[src/rtl/nvse_ram.sv]
// Generic single-clock RAM: one write port, one read port, registered read.
`default_nettype none

module nvse_ram #(
    parameter int WIDTH = 16,
    parameter int DEPTH = 256,
    localparam int AW = (DEPTH > 1) ? $clog2(DEPTH) : 1
) (
    input  wire logic             aclk,
    input  wire logic             we,
    input  wire logic [AW-1:0]    waddr,
    input  wire logic [WIDTH-1:0] wdata,
    input  wire logic [AW-1:0]    raddr,
    output logic      [WIDTH-1:0] rdata
);

    logic [WIDTH-1:0] mem [DEPTH];

    always_ff @(posedge aclk) begin
        if (we) begin
            mem[waddr] <= wdata;
        end
        rdata <= mem[raddr];
    end

endmodule

`default_nettype wire

[config.mk]
export PLATFORM = sky130hd
export DESIGN_NAME = nvse_ram
export DESIGN_NICKNAME = d
export VERILOG_FILES = /design/src/rtl/nvse_ram.sv
export SDC_FILE = /design/constraint.sdc
export NUM_CORES = 2
export LEC_CHECK = 0
export BUFFER_PORTS_ARGS = -buffer_cell sky130_fd_sc_hd__buf_2
export CAP_MARGIN = 30
export CORE_ASPECT_RATIO = 0.8
export CORE_UTILIZATION = 60
export DETAILED_ROUTE_END_ITERATION = 8
export HOLD_SLACK_MARGIN = 0.08
export PLACE_DENSITY = 0.76
export REMOVE_ABC_BUFFERS = 1
export SYNTH_ARGS = -nofsm -noshare
export SYNTH_HDL_FRONTEND = slang
export SYNTH_SLANG_ARGS = --single-unit
[constraint.sdc]
create_clock -name aclk -period 4 [get_ports aclk]
set_input_delay 0.4 -clock aclk [delete_from_list [all_inputs] [get_ports aclk]]
set_output_delay 0.4 -clock aclk [all_outputs]
set_load 0.005 [all_outputs]
Word-level counts from Yosys, hierarchy flattened

Memory sizes are Yosys's and may differ from the RTL's. A register that Yosys moved wholly into a read port is not among the register bits.
Index checks and enable logic that the tools add are counted.
W data, S select, Z words.

Register bits: 0
Input bits: 34
Memories kept: 1
Output and inout port bits: 16
RAM bits: 4,096
Logic and storage cells: 3

Muxes and demuxes: 2

Memories:

| memory | words | bits a word | rd ports | clocked after Yosys merged registers in | wr ports | line | text |
|---|---|---|---|---|---|---|---|
| mem    | 256   | 16          | 1        | 1                                       | 1        | 17   | `logic [WIDTH-1:0] mem [DEPTH];` |

Operator list:

| cell    | number |
|---|---|
| $mux W1 | 2 |

Depth between registers and ports, before layout

Word-level depth: 2
Depth in mapped cells: 12
Depth with buffers taken out: 6

Worst setup path before layout

OpenSTA, ideal clock, no wires.

Kind: input to register
Start point: input waddr[3]
End point: memory mem[235][0], enable pin
Buffers on the path: 3
Data arrival time: 2.177 ns
Slack: 1.435 ns
Library setup time: 0.388 ns
Required time: 3.612 ns
Cell stages on the path: 6
Path through: clkbuf_1 > nor2b_1 > clkbuf_1 > nand4_1 > clkbuf_1 > nor2_1

RTL lines:

| element     | line | text |
|---|---|---|
| from (decl) | 11   | `input wire logic [AW-1:0] waddr,` |
| to (decl)   | 17   |  |

No word-level cell before the write port.

==> run metrics <==
hold_buf cts 10; DP Worst Slack -176 ps; Vias 83000; status finished, violations left; synthesis-to-layout area growth 13.0%; most area-consuming cells after synthesis edfxtp_1, mux4_2, mux2i_1, o221ai_1, nor2_1; CP most frequent cell buf_12; clock sink count 4112; Leakage 57.5 nW; clock skew 47.7 ps; Total GRT Usage 0.318; period utilization 0.814; post-route ant nets 0; #FFs+latches synth 4112; final worst slack 744 ps; Crit Path Category primary input to register; DRC Markers 0; post-synth top area cell edfxtp_1; Final Max Tran Viols 25; Gates resized, CTS repair 0; CP Buf/Inv Count 5; vias in the first global route 81000; Die H 462 um; GPL Wtd Cong 0.936; Mapped Area 159000 um2; Startpoint Class primary input; Post-Syn Area per Cell 21.6 um2; # IOs 50; gr ovfl total 0; CTS Buf Count 373; CP endpoint kind register; unrepaired setup endpoints after global routing false; Post-CTS Setup Bufs 0; Async SR Flop Fraction 0; Tightest Pin Transition 1510 ps; post-synthesis cell count 7360; relative slew slack -0.00779; Post-Layout Cell Count 11800; Cells after DPL 11100; Yosys warnings 0; Hold Fails Final Rpt 0; DP HPWL 249 mm; critical-path cell list buf_12 > buf_12 > buf_12 > buf_4 > mux4_2 > mux4_2 > a22o_1 > o32ai_1 > buf_4 > nor4_1; VDD IR-drop max 0.535 mV; WL/cell 35.8 um; vias per cell 7.03; Core Rows 168; Max Cap Violations 0; Hold Path Class primary input to register; WP data required 4750 ps; Die X 577 um; Slowest cell on crit path o32ai_1; largest net degree at the start of global routing 154; Highest Clock Rate 0.307 GHz; ys flop type edfxtp_1; nets 8040; Die ar. 267000 um2; initial antenna violation count 33; Fill cells 15300; crit path DAT 4010 ps; Post-synth EDFFs 4096; Cell variety after synth 52; TritonCTS clock tree done; H-tree levels 5; CTS root buffer clkbuf_16; Power Density 492 nW/um2; Initial Util 0.605; share of the yosys chip area belonging to registers 0.777; initial drt markers 14300; drt total wl 423 mm; first-pass GRT wire length 596 mm; Tmin final 3260 ps; synth cell count leaders edfxtp_1, mux4_2, mux2i_1; post-synth top area share 0.775; top-count cell post-synth edfxtp_1; CTS clk-pin slew, worst paths 60 ps; top cell family by delay on the critical path compound AO/OA/AOI/OAI gates; fraction of layout cells with a size suffix above 1 0.265; core box area 263000 um2; failing checks max-slew violations; IO buf count 49; CTS Buffer Depth 4; final setup violation count 0; slowest cell delay on critical path 840 ps; worst skew pair latency 940 ps; Detailed Routing Iterations Pass 1 7; crit path max fanout 21
path summary, 6_finish.rpt:
| kind | cells past startpoint | slack (ps) | startpoint | to |
|---|---|---|---|---|
| worst min-delay path | 1 | 110 | wdata[8] | mem[137][8] |
| worst min register to register | 6 | 1050 | mem[226][6] | rdata[6] |
| worst max-delay path | 10 | 740 | raddr[0] | rdata[0] |
| worst max register to register | 9 | 950 | mem[139][10] | rdata[10] |
kinds of logic (layout without fill, tap and decap cells):
| group | count (synthesis) | after routing | synth area share |
|---|---|---|---|
| flops | 4112 | 4112 | 0.777 |
| mux | 1450 | 1450 | 0.155 |
| compound gates | 786 | 786 | 0.0354 |
| simple gates | 556 | 556 | 0.0157 |
| buf+inv | 456 | 1401 | 0.0169 |
| other cells | 0 | 17 | 0 |
placed cells by master, fill, tap and decap left out, drive strengths merged, types with 21 or more instances in the layout:
| master | Yosys | final |
|---|---|---|
| a221oi | 28 | 28 |
| nor2 | 304 | 304 |
| a22o | 32 | 32 |
| mux4 | 797 | 797 |
| mux2i | 565 | 565 |
| bufinv | 0 | 45 |
| mux2 | 88 | 88 |
| nand3 | 35 | 35 |
| edfxtp | 4096 | 4096 |
| o21ai | 38 | 38 |
| clkinv | 0 | 152 |
| nand4 | 26 | 26 |
| clkbuf | 230 | 457 |
| o221ai | 253 | 253 |
| nor3 | 92 | 92 |
| o22ai | 148 | 148 |
| nand2 | 38 | 38 |
| a21oi | 175 | 175 |
| buf | 222 | 707 |
| a22oi | 43 | 43 |
| o32ai | 21 | 21 |
layer usage:
layer | wire, um | vias to the layer above | track usage
li1 | - | 32600 | -
met1 | 149000 | 42800 | 0.454
met2 | 192000 | 6668 | 0.474
met3 | 63900 | 953 | 0.0915
met4 | 17100 | 22 | 0.116
met5 | 154 | - | 0
area by class of cell:
cell class	count	area (um2)	share of cell area
flip-flops and latches	4112	123000	0.688
clock inverters	222	2300	0.0128
inverters	4	27.5	0.000154
well taps	3485	4360	0.0243
clock buffers	452	9860	0.0550
diodes	17	42.5	0.000237
repair buffers	723	6480	0.0361
multi-input cells	2792	32900	0.184
power by group:
group	total, W	internal, W	leakage, nW	switching, W
Combinational	0.00462	0.00163	14.6	0.00299
Sequential	0.0476	0.0475	36.9	0.0000844
Clock	0.0360	0.0205	5.94	0.0156
registers in the layout (all words and copies together), names as in the netlist:
signal and cells:
mem 4096, rdata 16
through the flow:
step	setup TNS [ps]	util	cell area, um2	hold slack [ps]	power (W)
6_report	0	0.683	179000	109	0.0882
5_1_grt	0	0.683	179000	81.6	0.0900
4_1_cts	0	0.682	179000	81.7	0.0883
3_5_place_dp	-237	0.636	167000	851	0.0530
3_3_place_gp	-732	0.635	167000	848	0.0528
2_1_floorplan	-44340	-	156000	499	0.0502
Power figures use the tool's default switching activity.
